===== src/hw/rtl/hsl_pkg.sv =====
// Shared constants and helpers for the HSL lightness set unit.
// Used by hsl_front, hsl_div_pipe, hsl_back and hsl_lightness_set_unit.
package hsl_pkg;

  // Pixel channel and hue widths
  localparam int unsigned CH_W   = 8;
  localparam int unsigned CH_N   = 3;
  localparam int unsigned HUE_W  = 9;
  localparam int unsigned NUM_W  = 17;
  localparam int unsigned DEG_W  = 10;
  localparam int unsigned K_W    = 6;

  // Lightness register: 16 fraction bits, 65536 is 1.0
  localparam int unsigned CFG_W    = 17;
  localparam int unsigned CFG_FRAC = 16;
  localparam logic [CFG_W-1:0] CFG_ONE   = 17'd65536;
  localparam logic [CFG_W-1:0] CFG_RESET = 17'd32768;

  // Hue offsets and ramp limits in degrees
  localparam logic [DEG_W-1:0] DEG_60  = 10'd60;
  localparam logic [DEG_W-1:0] DEG_120 = 10'd120;
  localparam logic [DEG_W-1:0] DEG_180 = 10'd180;
  localparam logic [DEG_W-1:0] DEG_240 = 10'd240;
  localparam logic [DEG_W-1:0] DEG_360 = 10'd360;
  localparam logic [K_W-1:0]   K_FULL  = 6'd60;
  localparam logic [K_W-1:0]   K_NONE  = 6'd0;

  // Ramp position (0..60 sixtieths) for one channel from its shifted hue
  function automatic logic [K_W-1:0] ramp_k(input logic [DEG_W-1:0] deg);
    logic [DEG_W-1:0] dn;
    logic [DEG_W-1:0] down;
    logic [K_W-1:0]   k;
    dn   = (deg > DEG_360) ? deg - DEG_360 : deg;
    down = DEG_240 - dn;
    if (dn < DEG_60) begin
      k = dn[K_W-1:0];
    end else if (dn < DEG_180) begin
      k = K_FULL;
    end else if (dn < DEG_240) begin
      k = down[K_W-1:0];
    end else begin
      k = K_NONE;
    end
    return k;
  endfunction

endpackage


===== src/hw/rtl/hsl_div_pipe.sv =====
// Pipelined restoring dividers: saturation (one quotient bit per stage) and
// hue (nine bits in the last stages). Depends on hsl_pkg.
module hsl_div_pipe #(
  parameter int unsigned FRAC_BITS = 16
) (
  input  logic                      clk_i,
  input  logic                      rst_ni,
  input  logic                      adv_i,
  input  logic                      valid_i,
  input  logic                      grey_i,
  input  logic [hsl_pkg::CH_W-1:0]  delta_i,
  input  logic [hsl_pkg::CH_W-1:0]  denom_i,
  input  logic [hsl_pkg::NUM_W-1:0] num_i,
  output logic                      valid_o,
  output logic                      grey_o,
  output logic [FRAC_BITS:0]        sat_o,
  output logic [hsl_pkg::HUE_W-1:0] hue_o
);

  localparam int unsigned SW = FRAC_BITS + 1;
  localparam int unsigned NS = SW;
  localparam int unsigned HS = NS - hsl_pkg::HUE_W;
  localparam int unsigned CW = hsl_pkg::CH_W;
  localparam int unsigned HW = hsl_pkg::HUE_W;

  logic          vld_q [NS];
  logic          gr_q  [NS];
  logic [CW-1:0] sr_q  [NS];
  logic [CW-1:0] sr_d  [NS];
  logic [SW-1:0] sn_q  [NS];
  logic [SW-1:0] sn_d  [NS];
  logic [SW-1:0] sq_q  [NS];
  logic [SW-1:0] sq_d  [NS];
  logic [CW-1:0] sd_q  [NS];
  logic [CW-1:0] hr_q  [NS];
  logic [CW-1:0] hr_d  [NS];
  logic [HW-1:0] hn_q  [NS];
  logic [HW-1:0] hn_d  [NS];
  logic [HW-1:0] hq_q  [NS];
  logic [HW-1:0] hq_d  [NS];
  logic [CW-1:0] hd_q  [NS];

  for (genvar j = 0; j < NS; j++) begin : g_stage
    logic          v_in, gr_in;
    logic [CW-1:0] sr_in, sd_in, hr_in, hd_in;
    logic [SW-1:0] sn_in, sq_in;
    logic [HW-1:0] hn_in, hq_in;
    logic [CW:0]   s_rem2, s_sub;
    logic          s_ge;

    // Select the stage input: preload at the head, previous stage after
    if (j == 0) begin : g_head
      assign v_in  = valid_i;
      assign gr_in = grey_i;
      assign sr_in = {1'b0, delta_i[CW-1:1]};
      assign sn_in = {delta_i[0], {FRAC_BITS{1'b0}}};
      assign sq_in = '0;
      assign sd_in = denom_i;
      assign hr_in = num_i[hsl_pkg::NUM_W-1:HW];
      assign hn_in = num_i[HW-1:0];
      assign hq_in = '0;
      assign hd_in = delta_i;
    end else begin : g_body
      assign v_in  = vld_q[j-1];
      assign gr_in = gr_q[j-1];
      assign sr_in = sr_q[j-1];
      assign sn_in = sn_q[j-1];
      assign sq_in = sq_q[j-1];
      assign sd_in = sd_q[j-1];
      assign hr_in = hr_q[j-1];
      assign hn_in = hn_q[j-1];
      assign hq_in = hq_q[j-1];
      assign hd_in = hd_q[j-1];
    end

    // Saturation step: shift in one dividend bit, subtract if it fits
    assign s_rem2  = {sr_in, sn_in[SW-1]};
    assign s_sub   = s_rem2 - {1'b0, sd_in};
    assign s_ge    = (s_rem2 >= {1'b0, sd_in});
    assign sr_d[j] = s_ge ? s_sub[CW-1:0] : s_rem2[CW-1:0];
    assign sn_d[j] = {sn_in[SW-2:0], 1'b0};
    assign sq_d[j] = {sq_in[SW-2:0], s_ge};

    // Hue step in the last stages, pass-through before
    if (j >= HS) begin : g_hue
      logic [CW:0] h_rem2, h_sub;
      logic        h_ge;
      assign h_rem2  = {hr_in, hn_in[HW-1]};
      assign h_sub   = h_rem2 - {1'b0, hd_in};
      assign h_ge    = (h_rem2 >= {1'b0, hd_in});
      assign hr_d[j] = h_ge ? h_sub[CW-1:0] : h_rem2[CW-1:0];
      assign hn_d[j] = {hn_in[HW-2:0], 1'b0};
      assign hq_d[j] = {hq_in[HW-2:0], h_ge};
    end else begin : g_hold
      assign hr_d[j] = hr_in;
      assign hn_d[j] = hn_in;
      assign hq_d[j] = hq_in;
    end

    // Advance the stage valid
    always_ff @(posedge clk_i or negedge rst_ni) begin
      if (!rst_ni) begin
        vld_q[j] <= 1'b0;
      end else if (adv_i) begin
        vld_q[j] <= v_in;
      end
    end

    // Capture the stage payload
    always_ff @(posedge clk_i) begin
      if (adv_i) begin
        gr_q[j] <= gr_in;
        sr_q[j] <= sr_d[j];
        sn_q[j] <= sn_d[j];
        sq_q[j] <= sq_d[j];
        sd_q[j] <= sd_in;
        hr_q[j] <= hr_d[j];
        hn_q[j] <= hn_d[j];
        hq_q[j] <= hq_d[j];
        hd_q[j] <= hd_in;
      end
    end
  end

  assign valid_o = vld_q[NS-1];
  assign grey_o  = gr_q[NS-1];
  assign sat_o   = sq_q[NS-1];
  assign hue_o   = hq_q[NS-1];

endmodule


===== config.mk =====
export PLATFORM = sky130hd
export DESIGN_NAME = hsl_div_pipe
export DESIGN_NICKNAME = d
export VERILOG_FILES = /design/src/hw/rtl/hsl_pkg.sv /design/src/hw/rtl/hsl_div_pipe.sv
export SDC_FILE = /design/constraint.sdc
export NUM_CORES = 1
export LEC_CHECK = 0
export BUFFER_PORTS_ARGS = -buffer_cell sky130_fd_sc_hd__buf_4
export CAP_MARGIN = 25
export CORE_MARGIN = 1.5
export CORE_UTILIZATION = 62
export CTS_BUF_LIST = sky130_fd_sc_hd__clkbuf_4 sky130_fd_sc_hd__clkbuf_8
export DETAILED_ROUTE_END_ITERATION = 7
export HOLD_SLACK_MARGIN = 0.06
export PLACE_DENSITY = 0.81
export SYNTH_ARGS = -nofsm -noshare
export SYNTH_HDL_FRONTEND = slang
export SYNTH_SLANG_ARGS = --single-unit

===== constraint.sdc =====
create_clock -name clk_i -period 4.1 [get_ports clk_i]
set_input_delay 0.205 -clock clk_i [delete_from_list [all_inputs] [get_ports clk_i]]
set_output_delay 0.205 -clock clk_i [all_outputs]
set_load 0.03 [all_outputs]

==> impl_metrics.csv <==
group,metric,value,unit
run_status,outcome,"complete, but fails checks",
run_status,violations,"design-rule violations",
power,ir_drop,0.000334,V
floorplan,core-area,0.0592,mm^2
global_routing,grt_pass1_vias,20600,
synth,synth_edf_count,835,
clock_network,cts_tree,"yes",
layout,area_growth,12.0,%
power,p_leak,0.0163,uW
setup_path,crit_path_start_kind,"flip-flop",
clock_network,clock_sinks,852,
detailed_routing,dr.pass1.iters,7,
global_routing,grt_max_degree,148,
floorplan,fp.dieArea,0.0617,mm^2
detailed_routing,first_iter_violations,1390,
clock_network,path_clk_slew,60,ps
setup_path,crit_required,4590,ps
synth,synth_fp_nets,2757,
sta,drv_slew,0,
detailed_routing,finalWirelength,57100,um
sta,period_minus_slack,2750,ps
sta,fmax,0.363,GHz
layout,regArea,0.0255,mm^2
layout,fin_nets,2997,
global_routing,grt_util_all_layers,19.2,%
detailed_routing,via_per_inst,5.59,
global_routing,grt_pass1_wl,95400,um
run,drv_cap,0,
synth,synth_area_per_cell,15.0,um^2
floorplan,placementRows,89,
detailed_routing,num_vias,20100,
sta,layout_setup_ws,1350,ps
sta,setup_viol,0,
sta,grt_setup_unrepaired,"false",
layout,multi_input_comb_area,0.0107,mm^2
clock_network,numCtsBuffers,135,
floorplan,die_w,248,um
synth,synthesis.area,0.0373,mm^2
synth,yosysUniqueCellTypes,67,
sta,hold_viol,0,
sta,tns,0,ps
clock_network,cts_root_buf,"clkbuf_8",
sta,slew_headroom,42.6,%
hold_path,hp-class,"primary input to flip-flop",
global_routing,antenna_found_initial,1,
synth,synthCells,2488,
place,port_buffers,65,
layout,drive_gt1_share,15.8,%
place,dpl_worst_slack,1390,ps
sta,period_share,67.1,%
layout,final.fill_count,3688,
setup_path,critPathMaxFanout,9,
setup_path,cp.arrival,3240,ps
place,dpl.hpwl,38300,um
clock_network,cts_setup_buffers,0,
power,p_per_area,621,mW/mm^2
sta,finalClockSkew,24.2,ps
sta,worst_pin_slew,862,ps
place,gp_congestion,0.911,
synth,synth_top_area_share,67.2,%
global_routing,grt_overflow,0,
layout,post-route-cell-area,0.0418,mm^2
detailed_routing,ant_nets,0,
synth,async_flop_share,2.00,%
synth,yosysWarnings,0,
synth,synth_area_leaders,"edfxtp_1 (67%), ha_1 (6.9%), mux2_2 (3.4%), inv_1 (2.7%), o21ai_0 (1.7%)",
floorplan,initial_core_util,63.0,%
synth,synthFlopType,"edfxtp_1",
clock_network,insertion_delay,760,ps
setup_path,worstSetupEndpointType,"flip-flop",
detailed_routing,drc,4,
clock_network,cts_buffer_depth,3,
floorplan,die_h,248,um
detailed_routing,detail_route.wl_per_cell,15.9,um
synth,ys_seq_area_share,68.3,%
place,place_area,0.0389,mm^2
synth,synth_top_area_cell,"edfxtp_1",
floorplan,io-pin-count,66,
synth,ys_ff_latch,852,
clock_network,h-tree-depth,4,
setup_path,crit_type,"flip-flop to flip-flop",
-- where the power goes --
part	switching [uW]	internal (uW)	leakage, uW
clock network	3170	3510	0.00134
logic	3770	3390	0.00662
registers	648	11500	0.00835
-- logic make-up (layout without fill, tap and decap cells) --
group | after synthesis | after routing | share of synthesized area, %
AOI/OAI and AO/OA | 464 | 464 | 8.37
xor gates and xnor gates | 70 | 70 | 1.64
and+or+nand+nor | 423 | 423 | 5.89
buffers and inverters | 289 | 621 | 2.92
muxes | 159 | 159 | 4.65
DFF | 852 | 852 | 68.3
adders and majority gates | 231 | 231 | 8.23
other | 0 | 1 | 0
-- per-layer routing --
metal  part of all wire, %  track usage [%]  vias up
met5                     0                0        -
met3                   4.2             4.55      132
met1                    41             22.7     9668
met2                    52             33.8      454
li1                      -                -     9819
met4                   2.7             8.11        0
-- metrics by stage --
step	utilization, %	hold slack [ps]	power (uW)	instances
6_report	70.6	156	26000	3594
5_1_grt	70.6	86.7	27500	3594
3_3_place_gp	65.6	68.0	18800	3323
3_5_place_dp	65.6	78.5	19300	3323
4_1_cts	70.6	62.3	26100	3593
2_1_floorplan	-	-90.6	17500	2488
-- sequential cells by signal, summed over array words and instances, names as in the netlist --
register and cells:
sq_q 153, hd_q 128, hr_q 128, sd_q 128, sr_q 128, hn_q 108, hq_q 45, gr_q 17
g_stage.v_in 16, valid_o 1
-- cell type report --
type	count	area share [%]
timing repair buffer	119	2.55
clock inverter	58	0.904
sequential	852	61.0
tap	773	2.31
multi-input combinational	1347	25.7
clock buffer	171	5.09
inverter	273	2.45
antenna	1	0.00599
-- cell usage after synthesis, types with 6 or more instances --
library cell and number:
o21ai_0 129, xor2_1 26, o21a_1 39, a21o_1 42, inv_1 273, xnor2_1 44
nor3b_1 6, mux2i_1 45, nor2_1 103, and4_1 6, and2_1 19, and3_1 24
nor2b_1 49, a211oi_1 22, or2_2 7, edfxtp_1 835, o31a_1 19, nand2b_1 21
clkbuf_1 12, or3_1 8, a21oi_1 95, nand3_1 41, or4b_2 17, fa_1 24
a31oi_1 10, a221oi_1 7, o31ai_1 16, mux2_2 114, o2111ai_1 6, nand2_1 87
a21oi_2 9, a2111oi_0 7, ha_1 207, a21boi_0 10, nand4_1 7, dfrtp_1 17
nor3_1 17, o211ai_1 7
-- final timing paths --
check | cells after the start | slack (ps) | endpoint | start
max | 8 | 1350 | sr_q[0][45] | sd_q[0][33]
min | 2 | 160 | hr_q[0][6] | num_i[15]
max reg2reg | 8 | 1350 | sr_q[0][45] | sd_q[0][33]
min reg2reg | 0 | 400 | sq_q[1][123] | sq_q[1][105]
max in group asynchronous | 3 | 3040 | g_stage[13].v_in | rst_ni
min in group asynchronous | 3 | 590 | g_stage[6].v_in | rst_ni
-- what timing repair did --
item | 4_1_cts | 5_1_grt
gates resized for setup | 0 | 0
hold buffers | 41 | 0
hold endpoints to repair | 139 | 0
-- cells in the final DEF (no fill, tap or decap), types with 49 or more instances in the layout --
cell type,instances
ha_1,207
clkbuf_8,135
nor2_1,103
mux2_2,114
a21oi_1,95
nor2b_1,49
nand2_1,87
buf_4,72
inv_1,273
edfxtp_1,835
o21ai_0,129
-- critical path, stage by stage, from the launching register on --
cell,delay (ps)
edfxtp_1,440
inv_1,90
ha_1,240
ha_1,200
a221oi_1,280
and3_1,210
o21ai_1,90
a211oi_4,530
mux2_2,400
(Power assumes the default switching activity.)
