--- config.mk ---
export PLATFORM = sky130hd
export DESIGN_NAME = hsl_back
export DESIGN_NICKNAME = d
export VERILOG_FILES = /design/src/hw/rtl/hsl_pkg.sv /design/src/hw/rtl/hsl_back.sv
export SDC_FILE = /design/constraint.sdc
export NUM_CORES = 2
export LEC_CHECK = 0
export BUFFER_PORTS_ARGS = -buffer_cell sky130_fd_sc_hd__clkbuf_2
export CAP_MARGIN = 20
export CORE_MARGIN = 1.5
export CORE_UTILIZATION = 25
export DETAILED_ROUTE_END_ITERATION = 8
export PLACE_DENSITY_LB_ADDON = 0.2
export SLEW_MARGIN = 20
export SYNTH_ARGS = -nofsm -noshare
export SYNTH_HDL_FRONTEND = slang
export SYNTH_SLANG_ARGS = --single-unit
--- constraint.sdc ---
create_clock -name clk_i -period 9.03 [get_ports clk_i]
set_input_delay 1.3545 -clock clk_i [delete_from_list [all_inputs] [get_ports clk_i]]
set_output_delay 1.3545 -clock clk_i [all_outputs]
set_load 0.01 [all_outputs]
--- src/hw/rtl/hsl_pkg.sv ---
// Shared constants and helpers for the HSL lightness set unit.
// Used by hsl_front, hsl_div_pipe, hsl_back and hsl_lightness_set_unit.
package hsl_pkg;

  // Pixel channel and hue widths
  localparam int unsigned CH_W   = 8;
  localparam int unsigned CH_N   = 3;
  localparam int unsigned HUE_W  = 9;
  localparam int unsigned NUM_W  = 17;
  localparam int unsigned DEG_W  = 10;
  localparam int unsigned K_W    = 6;

  // Lightness register: 16 fraction bits, 65536 is 1.0
  localparam int unsigned CFG_W    = 17;
  localparam int unsigned CFG_FRAC = 16;
  localparam logic [CFG_W-1:0] CFG_ONE   = 17'd65536;
  localparam logic [CFG_W-1:0] CFG_RESET = 17'd32768;

  // Hue offsets and ramp limits in degrees
  localparam logic [DEG_W-1:0] DEG_60  = 10'd60;
  localparam logic [DEG_W-1:0] DEG_120 = 10'd120;
  localparam logic [DEG_W-1:0] DEG_180 = 10'd180;
  localparam logic [DEG_W-1:0] DEG_240 = 10'd240;
  localparam logic [DEG_W-1:0] DEG_360 = 10'd360;
  localparam logic [K_W-1:0]   K_FULL  = 6'd60;
  localparam logic [K_W-1:0]   K_NONE  = 6'd0;

  // Ramp position (0..60 sixtieths) for one channel from its shifted hue
  function automatic logic [K_W-1:0] ramp_k(input logic [DEG_W-1:0] deg);
    logic [DEG_W-1:0] dn;
    logic [DEG_W-1:0] down;
    logic [K_W-1:0]   k;
    dn   = (deg > DEG_360) ? deg - DEG_360 : deg;
    down = DEG_240 - dn;
    if (dn < DEG_60) begin
      k = dn[K_W-1:0];
    end else if (dn < DEG_180) begin
      k = K_FULL;
    end else if (dn < DEG_240) begin
      k = down[K_W-1:0];
    end else begin
      k = K_NONE;
    end
    return k;
  endfunction

endpackage

--- src/hw/rtl/hsl_back.sv ---
// Back end: HSL to RGB with the new lightness, six register stages ending in
// the output register. Depends on hsl_pkg.
module hsl_back #(
  parameter int unsigned FRAC_BITS = 16
) (
  input  logic                      clk_i,
  input  logic                      rst_ni,
  input  logic                      adv_i,
  input  logic                      valid_i,
  input  logic                      grey_i,
  input  logic [FRAC_BITS:0]        sat_i,
  input  logic [hsl_pkg::HUE_W-1:0] hue_i,
  input  logic [FRAC_BITS:0]        light_i,
  output logic                      valid_o,
  output logic [hsl_pkg::CH_W-1:0]  red_o,
  output logic [hsl_pkg::CH_W-1:0]  green_o,
  output logic [hsl_pkg::CH_W-1:0]  blue_o
);

  localparam int unsigned SW = FRAC_BITS + 1;
  localparam int unsigned PW = 2 * SW;
  localparam int unsigned VW = SW + 1;
  localparam int unsigned MW = FRAC_BITS + 7;
  localparam int unsigned RW = MW - 5;
  localparam int unsigned CP = VW + 8;
  localparam int unsigned NC = hsl_pkg::CH_N;
  localparam int unsigned KW = hsl_pkg::K_W;
  localparam int unsigned CW = hsl_pkg::CH_W;
  localparam logic [63:0]    RECIP_FULL = (64'd1 << MW) / 64'd60;
  localparam logic [RW-1:0]  RECIP      = RECIP_FULL[RW-1:0];
  localparam logic [SW-1:0]  HALF       = SW'(1) << (FRAC_BITS - 1);
  localparam logic [MW-1:0]  SIXTY      = MW'(60);
  localparam logic [CP-1:0]  SCALE      = CP'(255);

  // Stage 1: lightness times saturation, ramp positions
  logic                    p1_vld_q, p1_grey_q;
  logic [SW-1:0]           p1_sat_q;
  logic [PW-1:0]           p1_prod_q;
  logic [KW-1:0]           p1_k_q [NC];
  logic [KW-1:0]           p1_k_d [NC];
  logic [hsl_pkg::DEG_W-1:0] hue_ext;

  // Stage 2: ramp ends
  logic                    p2_vld_q, p2_grey_q;
  logic [SW-1:0]           p2_v1_q;
  logic [VW-1:0]           p2_diff_q;
  logic [KW-1:0]           p2_k_q [NC];
  logic [SW-1:0]           ps;
  logic [VW-1:0]           v2, v1_full, diff;

  // Stage 3: ramp products
  logic                    p3_vld_q, p3_grey_q;
  logic [SW-1:0]           p3_v1_q;
  logic [MW-1:0]           p3_m_q [NC];

  // Stage 4: reciprocal estimate of the product over sixty
  logic                    p4_vld_q, p4_grey_q;
  logic [SW-1:0]           p4_v1_q;
  logic [MW-1:0]           p4_m_q [NC];
  logic [RW-1:0]           p4_e_q [NC];
  logic [MW+RW-1:0]        eprod  [NC];

  // Stage 5: corrected quotient plus low ramp end
  logic                    p5_vld_q;
  logic [VW-1:0]           p5_val_q [NC];
  logic [VW-1:0]           p5_val_d [NC];
  logic [MW-1:0]           rem      [NC];
  logic [RW-1:0]           quo      [NC];

  // Stage 6: output register
  logic                    out_vld_q;
  logic [CW-1:0]           out_ch_q [NC];
  logic [CW-1:0]           out_ch_d [NC];
  logic [CP-1:0]           cprod    [NC];
  logic [CP-FRAC_BITS-1:0] cshift   [NC];

  // Advance all stage valids together
  always_ff @(posedge clk_i or negedge rst_ni) begin
    if (!rst_ni) begin
      p1_vld_q  <= 1'b0;
      p2_vld_q  <= 1'b0;
      p3_vld_q  <= 1'b0;
      p4_vld_q  <= 1'b0;
      p5_vld_q  <= 1'b0;
      out_vld_q <= 1'b0;
    end else if (adv_i) begin
      p1_vld_q  <= valid_i;
      p2_vld_q  <= p1_vld_q;
      p3_vld_q  <= p2_vld_q;
      p4_vld_q  <= p3_vld_q;
      p5_vld_q  <= p4_vld_q;
      out_vld_q <= p5_vld_q;
    end
  end

  // Ramp positions for red, green and blue hue offsets
  assign hue_ext = hsl_pkg::DEG_W'(hue_i);
  assign p1_k_d[0] = hsl_pkg::ramp_k(hue_ext + hsl_pkg::DEG_120);
  assign p1_k_d[1] = hsl_pkg::ramp_k(hue_ext);
  assign p1_k_d[2] = hsl_pkg::ramp_k(hue_ext + hsl_pkg::DEG_240);

  // Upper and lower ramp ends
  always_comb begin
    ps = p1_prod_q[FRAC_BITS+SW-1:FRAC_BITS];
    if (light_i < HALF) begin
      v2 = {1'b0, light_i} + {1'b0, ps};
    end else begin
      v2 = {1'b0, light_i} + {1'b0, p1_sat_q} - {1'b0, ps};
    end
    v1_full = {light_i, 1'b0} - v2;
    diff    = v2 - {1'b0, v1_full[SW-1:0]};
  end

  // Per-channel division by sixty and channel scaling
  always_comb begin
    for (int c = 0; c < NC; c++) begin
      eprod[c]    = (MW+RW)'(p3_m_q[c]) * (MW+RW)'(RECIP);
      rem[c]      = p4_m_q[c] - MW'(p4_e_q[c]) * SIXTY;
      quo[c]      = (rem[c] >= SIXTY) ? p4_e_q[c] + RW'(1) : p4_e_q[c];
      p5_val_d[c] = p4_grey_q ? {1'b0, light_i} : {1'b0, p4_v1_q} + VW'(quo[c]);
      cprod[c]    = CP'(p5_val_q[c]) * SCALE;
      cshift[c]   = cprod[c][CP-1:FRAC_BITS];
      out_ch_d[c] = (cshift[c] > (CP-FRAC_BITS)'(255)) ? 8'hFF : cshift[c][CW-1:0];
    end
  end

  // Capture stage payloads
  always_ff @(posedge clk_i) begin
    if (adv_i) begin
      p1_grey_q <= grey_i;
      p1_sat_q  <= sat_i;
      p1_prod_q <= PW'(light_i) * PW'(sat_i);
      p2_grey_q <= p1_grey_q;
      p2_v1_q   <= v1_full[SW-1:0];
      p2_diff_q <= diff;
      p3_grey_q <= p2_grey_q;
      p3_v1_q   <= p2_v1_q;
      p4_grey_q <= p3_grey_q;
      p4_v1_q   <= p3_v1_q;
      for (int c = 0; c < NC; c++) begin
        p1_k_q[c]   <= p1_k_d[c];
        p2_k_q[c]   <= p1_k_q[c];
        p3_m_q[c]   <= MW'(p2_diff_q) * MW'(p2_k_q[c]);
        p4_m_q[c]   <= p3_m_q[c];
        p4_e_q[c]   <= eprod[c][MW+RW-1:MW];
        p5_val_q[c] <= p5_val_d[c];
        out_ch_q[c] <= out_ch_d[c];
      end
    end
  end

  assign valid_o = out_vld_q;
  assign red_o   = out_ch_q[0];
  assign green_o = out_ch_q[1];
  assign blue_o  = out_ch_q[2];

endmodule

==> results.json <==
{
  "min_from": "p2_v1_q[12]",
  "crit_path_frequent_cell": "buf_4",
  "grtUsageTotal": 0.129,
  "place_inst": 10100,
  "hold_ws_ns": 0.412,
  "critical_path.max_stage_delay_ns": 0.59,
  "cts.sinks": 409,
  "r2r-start": "p4_e_q[0][20]",
  "hold_viol": 0,
  "synth.avg_cell_area_um2": 9.70,
  "multi_input_area_um2": 47300,
  "path_buf_inv": 6,
  "synth_top_cell_by_area": "fa_1",
  "synthArstFlopShare": 0.0147,
  "status": "finished clean",
  "first_pass_iters": 7,
  "fin_ws_ns": 0.422,
  "clk-insertion-delay-late_ns": 0.69,
  "wirelength_mm": 168,
  "hold_end": "p3_v1_q[12]",
  "grt_pass1_vias": 48100,
  "fp.dieH_um": 512,
  "synth.distinct_cells": 99,
  "ff_latch_area_um2": 12300,
  "synth_area_leaders": "fa_1 27%, ha_1 19%, edfxtp_1 19%",
  "postPlaceCellArea_um2": 69800,
  "synth_top_area_share": 0.266,
  "cts_hold_buffers": 0,
  "r2r_setup_slack_ns": 0.42,
  "syn_inst": 6671,
  "place_ws_ns": -0.190,
  "synth_commonest_cells": "1,307 x inv_1, 981 x ha_1, 861 x fa_1",
  "ys.flop_type": "edfxtp_1",
  "relSlewSlack": 0.348,
  "cts_tree": "done",
  "min_path_type": "reg2reg",
  "startpoint_type": "register",
  "nets": 8705,
  "vias": 45400,
  "worst_r2r_path_depth": 39,
  "nFillCells": 27000,
  "slew_viol_final": 0,
  "min_period_ns": 8.61,
  "synth-edff-count": 403,
  "route.detailed.drc": 0,
  "worst_slew_pin_slew_ns": 0.978,
  "synth-seq-cells": 409,
  "design.die.area_um2": 262000,
  "path_clk_slew_ns": 0.07,
  "grt_pass1_wl_mm": 270,
  "final_area_um2": 72100,
  "drtAntennaViolNets": 0,
  "fp-row-count": 186,
  "end_kind": "register",
  "place_congestion": 0.845,
  "yosysWarnings": 0,
  "io_pins": 73,
  "viasPerCell": 4.43,
  "die_w_um": 512,
  "synth_seq_area_share": 0.189,
  "arrival_ns": 9.00,
  "critPathKind": "reg2reg",
  "syn_area_um2": 64700,
  "port_buffers": 72,
  "grt_start_max_net_pins": 138,
  "path_delay_family": "compound AO/OA/AOI/OAI gates",
  "dpl.hpwl_mm": 139,
  "maxCapViolations": 0,
  "cts_max_level": 2,
  "finalSetupViolations": 0,
  "drive_gt1_frac": 0.0641,
  "area_growth_pct": 11.5,
  "cts_buffers": 56,
  "fin_skew_ns": 0.0251,
  "final.period_utilization": 0.953,
  "crit_fanout": 4,
  "start_util": 0.252,
  "overflow": 0,
  "drt_iter0_drc": 2221,
  "hold_depth": 0,
  "worstSetupPathDepth": 39,
  "fmax_mhz": 116,
  "antenna_found_initial": 16,
  "core_um2": 257000,
  "r2r_end": "p5_val_q[0][34]",
  "clockBufferDepth": 3,
  "cts_root_buf": "clkbuf_16",
  "finalNonFillerCells": 10200,
  "wl_per_cell_um": 16.4,
  "synth_most_common_cell": "inv_1",
  "crit_path_top_delay_cell": "fa_1",
  "required_ns": 9.42
}
-- timing repair --
item                                    in CTS  in global routing
buffers inserted                             3                 13
resized for setup                           17                 61
pin swaps                                   13                 57
cloned                                       0                  0
endpoints found under the setup margin       9                 30
-- final cells by class --
cell class,instances,share of cell area
Antenna cell,5,0.000173
Sequential cell,409,0.170
Timing Repair Buffer,228,0.0216
Clock buffer,61,0.0200
Clock inverter,42,0.00595
Tap cell,3384,0.0587
Inverter,1307,0.0680
Multi-Input combinational cell,4813,0.656
-- worst max path at each step --
stage                       start              end
finish              p4_e_q[0][20]  p5_val_q[0][34]
global route        p4_e_q[0][20]  p5_val_q[0][35]
CTS                 p4_e_q[0][38]  p5_val_q[0][52]
detailed placement  p4_e_q[0][18]  p5_val_q[0][34]
global placement    p4_e_q[0][18]  p5_val_q[0][34]
floorplan           p4_e_q[0][39]  p5_val_q[0][52]
-- kinds of logic (layout without fill, tap and decap cells) --
| group | after synthesis | after routing | share of synthesized area |
|---|---|---|---|
| AOI/OAI and AO/OA | 978 | 978 | 0.0988 |
| buffers and inverters | 1456 | 1638 | 0.0847 |
| other | 2 | 14 | 0.000116 |
| muxes | 23 | 23 | 0.00377 |
| xor gates and xnor gates | 364 | 364 | 0.0493 |
| and+or+nand+nor | 1596 | 1596 | 0.118 |
| adders and majority gates | 1843 | 1843 | 0.456 |
| DFF | 409 | 409 | 0.189 |
-- registers in the layout, indices dropped and copies added (netlist names), 18 cells and up --
register	count
p3_m_q	66
p4_m_q	63
p4_e_q	54
p5_val_q	54
out_ch_q	24
p1_k_q	18
p2_k_q	18
-- through the flow --
step / TNS [ns] / utilization
after floorplan: 0 / -
after global placement: -0.369 / 0.272
after detailed placement: -0.879 / 0.272
after CTS: 0 / 0.279
after global routing: -0.0493 / 0.280
final: 0 / 0.280
-- routing by layer --
layer  wire [µm]  part of all wire  track usage  up-vias
met5           0                 0            0        -
met4        2460             0.015       0.0215        0
met3        4690             0.028       0.0130      120
met2       80200              0.48        0.222      528
met1       80900              0.48        0.177    22600
li1            -                 -            -    22100
-- cells in the final DEF (no fill, tap or decap), types with 15 or more instances in the layout --
| cell | synthesis | layout |
|---|---|---|
| and2_1 | 197 | 197 |
| nor2_1 | 277 | 275 |
| a21o_1 | 96 | 96 |
| nand4_1 | 30 | 30 |
| nand2b_1 | 67 | 67 |
| o21bai_1 | 45 | 45 |
| nor2b_1 | 51 | 51 |
| or3_1 | 26 | 26 |
| xor2_1 | 107 | 106 |
| xnor2_1 | 257 | 256 |
| buf_4 | 1 | 154 |
| clkbuf_2 | 0 | 71 |
| nand2_1 | 616 | 616 |
| a21oi_1 | 268 | 247 |
| inv_1 | 1307 | 1305 |
| ha_1 | 981 | 975 |
| edfxtp_1 | 403 | 403 |
| or2_2 | 19 | 19 |
| a211oi_1 | 32 | 29 |
| nor3_1 | 107 | 106 |
| o211ai_1 | 18 | 18 |
| and3_1 | 46 | 46 |
| a31oi_1 | 33 | 32 |
| fa_1 | 861 | 860 |
| o2111ai_1 | 20 | 20 |
| nand3_1 | 93 | 92 |
| clkbuf_16 | 0 | 57 |
| o21a_1 | 65 | 65 |
| o21ai_0 | 207 | 194 |
| a21boi_0 | 16 | 15 |
| a21oi_2 | 2 | 22 |
Power is not shown: default switching activity piles up to over one toggle a cycle in this logic, so the estimate is an artifact.
