## config.mk

```make
export PLATFORM = sky130hd
export DESIGN_NAME = hsl_front
export DESIGN_NICKNAME = d
export VERILOG_FILES = /design/src/hw/rtl/hsl_pkg.sv /design/src/hw/rtl/hsl_front.sv
export SDC_FILE = /design/constraint.sdc
export NUM_CORES = 1
export LEC_CHECK = 0
export BUFFER_PORTS_ARGS = -buffer_cell sky130_fd_sc_hd__buf_4
export CORE_UTILIZATION = 58
export DETAILED_ROUTE_END_ITERATION = 10
export PLACE_DENSITY = 0.9
export SLEW_MARGIN = 10
export SYNTH_ARGS = -nofsm -noshare
export SYNTH_HDL_FRONTEND = slang
export SYNTH_SLANG_ARGS = --single-unit
```

## constraint.sdc

```tcl
create_clock -name clk_i -period 0.8 [get_ports clk_i]
set_input_delay 0.08 -clock clk_i [delete_from_list [all_inputs] [get_ports clk_i]]
set_output_delay 0.08 -clock clk_i [all_outputs]
set_load 0.03 [all_outputs]
```

## src/hw/rtl/hsl_pkg.sv

```systemverilog
// Shared constants and helpers for the HSL lightness set unit.
// Used by hsl_front, hsl_div_pipe, hsl_back and hsl_lightness_set_unit.
package hsl_pkg;

  // Pixel channel and hue widths
  localparam int unsigned CH_W   = 8;
  localparam int unsigned CH_N   = 3;
  localparam int unsigned HUE_W  = 9;
  localparam int unsigned NUM_W  = 17;
  localparam int unsigned DEG_W  = 10;
  localparam int unsigned K_W    = 6;

  // Lightness register: 16 fraction bits, 65536 is 1.0
  localparam int unsigned CFG_W    = 17;
  localparam int unsigned CFG_FRAC = 16;
  localparam logic [CFG_W-1:0] CFG_ONE   = 17'd65536;
  localparam logic [CFG_W-1:0] CFG_RESET = 17'd32768;

  // Hue offsets and ramp limits in degrees
  localparam logic [DEG_W-1:0] DEG_60  = 10'd60;
  localparam logic [DEG_W-1:0] DEG_120 = 10'd120;
  localparam logic [DEG_W-1:0] DEG_180 = 10'd180;
  localparam logic [DEG_W-1:0] DEG_240 = 10'd240;
  localparam logic [DEG_W-1:0] DEG_360 = 10'd360;
  localparam logic [K_W-1:0]   K_FULL  = 6'd60;
  localparam logic [K_W-1:0]   K_NONE  = 6'd0;

  // Ramp position (0..60 sixtieths) for one channel from its shifted hue
  function automatic logic [K_W-1:0] ramp_k(input logic [DEG_W-1:0] deg);
    logic [DEG_W-1:0] dn;
    logic [DEG_W-1:0] down;
    logic [K_W-1:0]   k;
    dn   = (deg > DEG_360) ? deg - DEG_360 : deg;
    down = DEG_240 - dn;
    if (dn < DEG_60) begin
      k = dn[K_W-1:0];
    end else if (dn < DEG_180) begin
      k = K_FULL;
    end else if (dn < DEG_240) begin
      k = down[K_W-1:0];
    end else begin
      k = K_NONE;
    end
    return k;
  endfunction

endpackage

```

## src/hw/rtl/hsl_front.sv

```systemverilog
// Input stage: max/min of the pixel, saturation divisor and hue dividend.
// Depends on hsl_pkg.
module hsl_front (
  input  logic                           clk_i,
  input  logic                           rst_ni,
  input  logic                           adv_i,
  input  logic                           valid_i,
  input  logic [hsl_pkg::CH_W-1:0]       red_i,
  input  logic [hsl_pkg::CH_W-1:0]       green_i,
  input  logic [hsl_pkg::CH_W-1:0]       blue_i,
  output logic                           valid_o,
  output logic                           grey_o,
  output logic [hsl_pkg::CH_W-1:0]       delta_o,
  output logic [hsl_pkg::CH_W-1:0]       denom_o,
  output logic [hsl_pkg::NUM_W-1:0]      num_o
);

  localparam logic signed [18:0] C60  = 19'sd60;
  localparam logic signed [18:0] C120 = 19'sd120;
  localparam logic signed [18:0] C240 = 19'sd240;
  localparam logic signed [18:0] C360 = 19'sd360;

  logic [hsl_pkg::CH_W-1:0]  mx, mn, delta, denom;
  logic [hsl_pkg::CH_W:0]    sum, wrap;
  logic signed [18:0]        rs, gs, bs, ds, numv;

  logic                      valid_q, grey_q;
  logic [hsl_pkg::CH_W-1:0]  delta_q, denom_q;
  logic [hsl_pkg::NUM_W-1:0] num_q;

  // Find extremes, saturation divisor and hue dividend
  always_comb begin
    mx = red_i;
    if (green_i > mx) mx = green_i;
    if (blue_i > mx) mx = blue_i;
    mn = red_i;
    if (green_i < mn) mn = green_i;
    if (blue_i < mn) mn = blue_i;
    delta = mx - mn;
    sum   = {1'b0, mx} + {1'b0, mn};
    wrap  = 9'd510 - sum;
    denom = (sum <= 9'd255) ? sum[7:0] : wrap[7:0];
    rs = $signed({11'b0, red_i});
    gs = $signed({11'b0, green_i});
    bs = $signed({11'b0, blue_i});
    ds = $signed({11'b0, delta});
    if (red_i == mx) begin
      numv = C60 * (gs - bs);
      if (numv < 0) numv = numv + C360 * ds;
    end else if (green_i == mx) begin
      numv = C120 * ds + C60 * (bs - rs);
    end else begin
      numv = C240 * ds + C60 * (rs - gs);
    end
  end

  // Advance the stage valid
  always_ff @(posedge clk_i or negedge rst_ni) begin
    if (!rst_ni) begin
      valid_q <= 1'b0;
    end else if (adv_i) begin
      valid_q <= valid_i;
    end
  end

  // Capture the payload
  always_ff @(posedge clk_i) begin
    if (adv_i) begin
      grey_q  <= (delta == '0);
      delta_q <= delta;
      denom_q <= denom;
      num_q   <= numv[hsl_pkg::NUM_W-1:0];
    end
  end

  assign valid_o = valid_q;
  assign grey_o  = grey_q;
  assign delta_o = delta_q;
  assign denom_o = denom_q;
  assign num_o   = num_q;

endmodule

```

==> results of run 1 <==
## routing by layer
metal	overflow	track usage, %
met3	0	72.7
met4	85	90.2
met2	195	101
met5	0	26.4
met1	2	78.4
## stage by stage
step | TNS [ps] | worst slack (ps) | area (um^2)
2_1_floorplan | -148200 | -7050 | 11200
3_3_place_gp | -158210 | -7160 | 14900
3_5_place_dp | -172920 | -7950 | 14900
4_1_cts | -154940 | -7070 | 16400
## repair_timing
item,in CTS
cloned,2
endpoints found under the hold margin,1
pin swaps,91
gates resized for setup,225
setup endpoints to repair,64
hold buffers,1
buffers inserted,47
## kinds of logic after synthesis
group           Yosys count
fa+ha+maj               269
simple gates            251
buf+inv                 243
compound gates          234
xor+xnor                151
mux                      64
flops                    32
other cells               1
==> results.md, run 1 <==
Synthesis:
- A synthesized cell averages roughly 8.5 um^2.
- The biggest area contributor in the post-synthesis netlist is sky130_fd_sc_hd__ha_1.
- After Yosys synthesis, XOR and XNOR cells account for 13.0% of the synthesized area.
- Summing the areas of all fa, ha and maj instances in the mapped netlist gives 36.5% of the synthesized area.
- The synthesized netlist devotes 14.4% of its cell area to compound gates.
- The sequential element share of the synthesized area is 9.05%.
- By instance count, the leading cell after synthesis is sky130_fd_sc_hd__inv_1.
- The share of synthesized area spent on multiplexers is under 10%.
- Counting instances in the post-synthesis netlist gives the leading cell types as 228 x sky130_fd_sc_hd__inv_1, 204 x sky130_fd_sc_hd__ha_1, 108 x sky130_fd_sc_hd__xnor2_1.
- Counting every instance in the synthesized netlist gives 1,245.
- The count of yosys warnings during synthesis is 0.
- The flop and latch count out of synthesis is 32.
- In the synthesized netlist the async set-or-reset flop fraction comes to under 10%.
- The number of enable-type register cells in the synthesized netlist is 31.
- The flip-flop cell with the highest count after synthesis is sky130_fd_sc_hd__edfxtp_1.
- The share of the synthesized area in the top cell type is 24.2%.
- The main combinational cell family by area after synthesis is adder cells.
- After Yosys synthesis, and, or, nand and nor cells account for 11.7% of the synthesized area.
- The synthesized netlist occupies a cell area of 10,600 um^2.
- Sorting the synthesized cells by area gives the leading types as sky130_fd_sc_hd__ha_1 24%, sky130_fd_sc_hd__fa_1 12%, sky130_fd_sc_hd__xnor2_1 9.0%.
- Yosys mapped the design onto slightly below 80 distinct sky130hd cell types.

Global route:
- The first-pass GRT wire length is between 100,000 and 150,000 um.
- The number of global-route vias before repair came to 17,700.
- Global routing finished with a remaining overflow of 282.
- The global-route usage over all layers is about 84%.
- The pin count of the biggest net entering global routing is 17.

CTS:
- The number of levels the H-tree was split into is 2.
- The clock tree buffer depth is 2.
- The number of buffers created by CTS is 5.
- The tree is rooted in a sky130_fd_sc_hd__clkbuf_16.
- The clock drives 32 sinks.

Floorplanning:
- The floorplan step set the die height to 137 um.
- The width of the chip is 137 um.
- The number of placed I/O pins is 63.
- After floorplanning, the core was divided into 48 placement rows.
- The initial core utilization is 60.3%.

Run status:
- The flow did not finish.
- The halt point of the flow is global routing (5_1_grt).
- The first error in the log reads "[ERROR GRT-0116] Global routing finished with congestion. Check the congestion regions in the DRC Viewer".

Placement:
- Once placement completed, the tool counted placed cells totaling 1,921.
- The half-perimeter wire length after detailed placement is 34,800 um.
- The count of buffers inserted at the top-level ports is 60.
- Routability-driven placement finished with a final weighted congestion of 1.03.
==> run 2, diff against run 1 <==
Settings changed: CORE_UTILIZATION 58 to 40, PLACE_DENSITY 0.9 to default, PLACE_DENSITY_LB_ADDON from default to 0.15.
Clock period 0.8 ns to 1 ns, I/O delays scaled along.
==> results.md, run 2 <==
Hold path:
- The type of the worst min-delay path is input pin to register.

Floorplanning:
- The number of placed I/O pins was 63 (unchanged).
- The width of the chip is 165 um (+20%).
- The initial core utilization was 40.7% (-20 points).
- The die covers 27,100 um^2.
- The die extent in y is 165 um (+20%).
- In this run the standard cell core region covers 26,000 um^2.
- The number of cell rows is 59 (+23%).

Synthesis:
- The commonest cells after synthesis are 228 x sky130_fd_sc_hd__inv_1, 204 x sky130_fd_sc_hd__ha_1, 108 x sky130_fd_sc_hd__xnor2_1.
- The number of enable-type register cells in the synthesized netlist is 31 (unchanged).
- The flip-flop cell with the highest count after synthesis is sky130_fd_sc_hd__edfxtp_1.
- The sequential element share of the synthesized area is 9.05% (unchanged).
- The proportion of register bits with asynchronous set or reset after synthesis is 3.13% (unchanged).
- By area the synthesized netlist is led by sky130_fd_sc_hd__ha_1 24%, sky130_fd_sc_hd__fa_1 12%, sky130_fd_sc_hd__xnor2_1 9.0%.
- The library cell with the highest instance count after synthesis is sky130_fd_sc_hd__inv_1.
- The share of the synthesized area in the top cell type was 24.2% (unchanged).
- The count of yosys warnings during synthesis came to 0 (unchanged).
- The cell area after technology mapping was 10,600 um^2 (unchanged).
- The average cell area after synthesis is 8.49 um^2 (unchanged).
- The cell taking the most area after synthesis is sky130_fd_sc_hd__ha_1.
- The number of distinct library cell variants in the gate-level netlist after synthesis was 77 (unchanged).
- The gate count after technology mapping is 1,245 (unchanged).
- The flop and latch count out of synthesis was 32 (unchanged).

Timing:
- Adding up every negative setup slack in the final design gives -151,600 ps.
- The achievable frequency is 125 MHz.
- Final hold analysis gives a worst-case slack of 59.7 ps.
- The headroom to the max-slew limit is approximately 54%.
- Once routing completed, OpenROAD measured the worst setup slack at -6990 ps.
- The final count of hold timing violations is 0.
- The max-slew violation total from the final report is 0.
- The slew at the pin closest to its max-slew limit is 684 ps.
- Dividing the final minimum period by the clock period gives 799%.
- Clock skew on the completed layout was measured at 0 ps.
- Setup repair after global routing could not meet its margin everywhere.
- The minimum clock period after layout is 7990 ps.
- Setup violations remaining at the end of the flow were counted as 31.

Global route:
- The number of global-route vias before repair is between 10,000 and 15,000.
- For met1 alone, demand over resource in global routing was 31.5%.
- The met3 global-route usage is 1.73%.
- The number of antenna violations at the first check in global routing was 0.
- Global routing used 25.2% of the available tracks across all layers.
- For this run, global-route usage on met2 was measured as 45.7%.
- Global routing finished with a remaining overflow of 0.
- The first-pass GRT wire length is 53,600 um.
- The busiest metal layer after global routing is met2.
- The pin count of the biggest net entering global routing is 17.

Job:
- The tool flagged a number of max-cap violations equal to 0.

CTS:
- The clock transition at the registers of the reported paths is about 60 ps.
- The TritonCTS clock tree is built.
- The clock tree buffer depth is 2 (unchanged).
- The number of levels the H-tree was split into is 2 (unchanged).
- The number of buffers created by CTS came to 5 (unchanged).
- The master cell of the clock root buffer is sky130_fd_sc_hd__clkbuf_16.
- The clock network latency to the later pin of the worst-skew pair is 280 ps.
- The number of clock sinks is 32 (unchanged).

Drt:
- Before antenna repair, the detailed router went through 5 iterations.
- After the first detailed-routing iteration, the DRC count stood at 401.
- The total number of vias is 10,500.
- After detailed routing, the average wire length per cell comes to 15.8 um.
- Summed over all layers, the routed wires come to around 34,000 um.
- In this run the remaining antenna-violating nets after routing total 0.
- Using the TritonRoute via totals, the vias-per-cell ratio works out to around 4.9.
- The total DRC errors in the routed layout is 0.

Setup path:
- Grouping stages by cell kind, the critical path spends the most delay in buffers and inverters.
- The kind of end point of the critical path is a register.
- The biggest fanout along the worst timing path is 6.
- The kind of launch point of the worst setup path is an input pin.
- The most numerous cell on the critical path is sky130_fd_sc_hd__buf_4.
- The critical path is of the input pin to register type.
- Together, buffers and inverters on the worst path number 21.
- The arrival time at the worst endpoint is 8110 ps.
- At the worst endpoint, the required time is around 1100 ps.
- The critical path's slowest cell is sky130_fd_sc_hd__fa_2.
- The largest single stage delay on the critical path is 550 ps.

Placement:
- The count of buffers inserted at the top-level ports is 60 (unchanged).
- The routability-driven placement congestion ratio is 0.904 (-13%).
- The worst slack at placement is -7650 ps (+304 ps).
- The half-perimeter wire length after detailed placement is 28,100 um (-19%).
- The cell area after placement was 15,200 um^2 (+2.1%).

Cells and area:
- The repair_antennas step left the layout with diodes totalling 0.
- The register with the most flip-flops in the layout has 15 of them.
- The design area is approximately 17,000 um^2.
- In the layout the commonest cells are 491 x sky130_fd_sc_hd__buf_4, 203 x sky130_fd_sc_hd__inv_1, 157 x sky130_fd_sc_hd__ha_1.
- The area used by multi-input combinational logic is 10,200 um^2.
- The fill cell total of the finished layout is ~2,100.
- Across the whole layout, storage elements account for 956 um^2.
- The area added between synthesis and finish is 61.8%.
- The net count of the finished layout is 2,085.
- The most common cell after layout, fill and taps aside is sky130_fd_sc_hd__buf_4.
- The ratio of cells with drive above 1 in the final layout is 44.6%.

Run status:
- The checks that failed: negative setup slack.
- The flow ran to the end, but the final reports show violations.
[run 2: cell counts after synthesis]
No cell type changed its count.
[run 2: path summary, 6_finish.rpt]
check,startpoint,to,slack [ps],depth (start not counted)
min in group asynchronous,rst_ni,valid_o,130,2
worst max-delay path,green_i[3],num_o[15],-6990,52
worst min-delay path,valid_i,valid_o,60,2
max in group asynchronous,rst_ni,valid_o,790,2
worst min register to register,valid_o,valid_o,520,1
worst max register to register,valid_o,valid_o,250,1
[run 2: stage by stage]
step | util [%] | std cells
after floorplan | - | 1246
after global placement | 58.3 | 2052
after detailed placement | 58.3 | 2052
after CTS | 64.6 | 2118
after global routing | 65.8 | 2124
final | 65.8 | 2124
[run 2: final cells by class]
type / count / area share (%)
Clock buffer: 8 / 0.915
Inverter: 228 / 5.23
Multi-Input combinational cell: 971 / 59.9
Sequential cell: 32 / 5.59
Tap cell: 335 / 2.45
Timing Repair Buffer: 550 / 26.0
[run 2: repair_timing]
item | CTS | global route
pin swaps | 125 | 23
gates cloned | 2 | 0
setup buffers | 56 | 7
endpoints found under the setup margin | 31 | 32
gates resized for setup | 207 | 46
hold buffers | 1 | 0
hold endpoints to repair | 1 | 0
[run 2: cell families after synthesis]
| kind of cell | after synthesis | synth area share, % |
|---|---|---|
| other | 1 | 0.0355 |
| muxes | 64 | 6.29 |
| adders and majority gates | 269 | 36.5 |
| and+or+nand+nor | 251 | 11.7 |
| DFF | 32 | 9.05 |
| xor gates and xnor gates | 151 | 13.0 |
| buffers and inverters | 243 | 9.09 |
| AOI/OAI and AO/OA | 234 | 14.4 |
[run 2: per-layer routing]
metal,vias up,share of wire (%)
met3,67,2.7
met2,217,50
li1,5294,-
met5,-,0
met1,4896,44
met4,0,3.4
Power of run 2 is not shown: default switching activity piles up to over one toggle a cycle in this logic, so the estimate is an artifact.
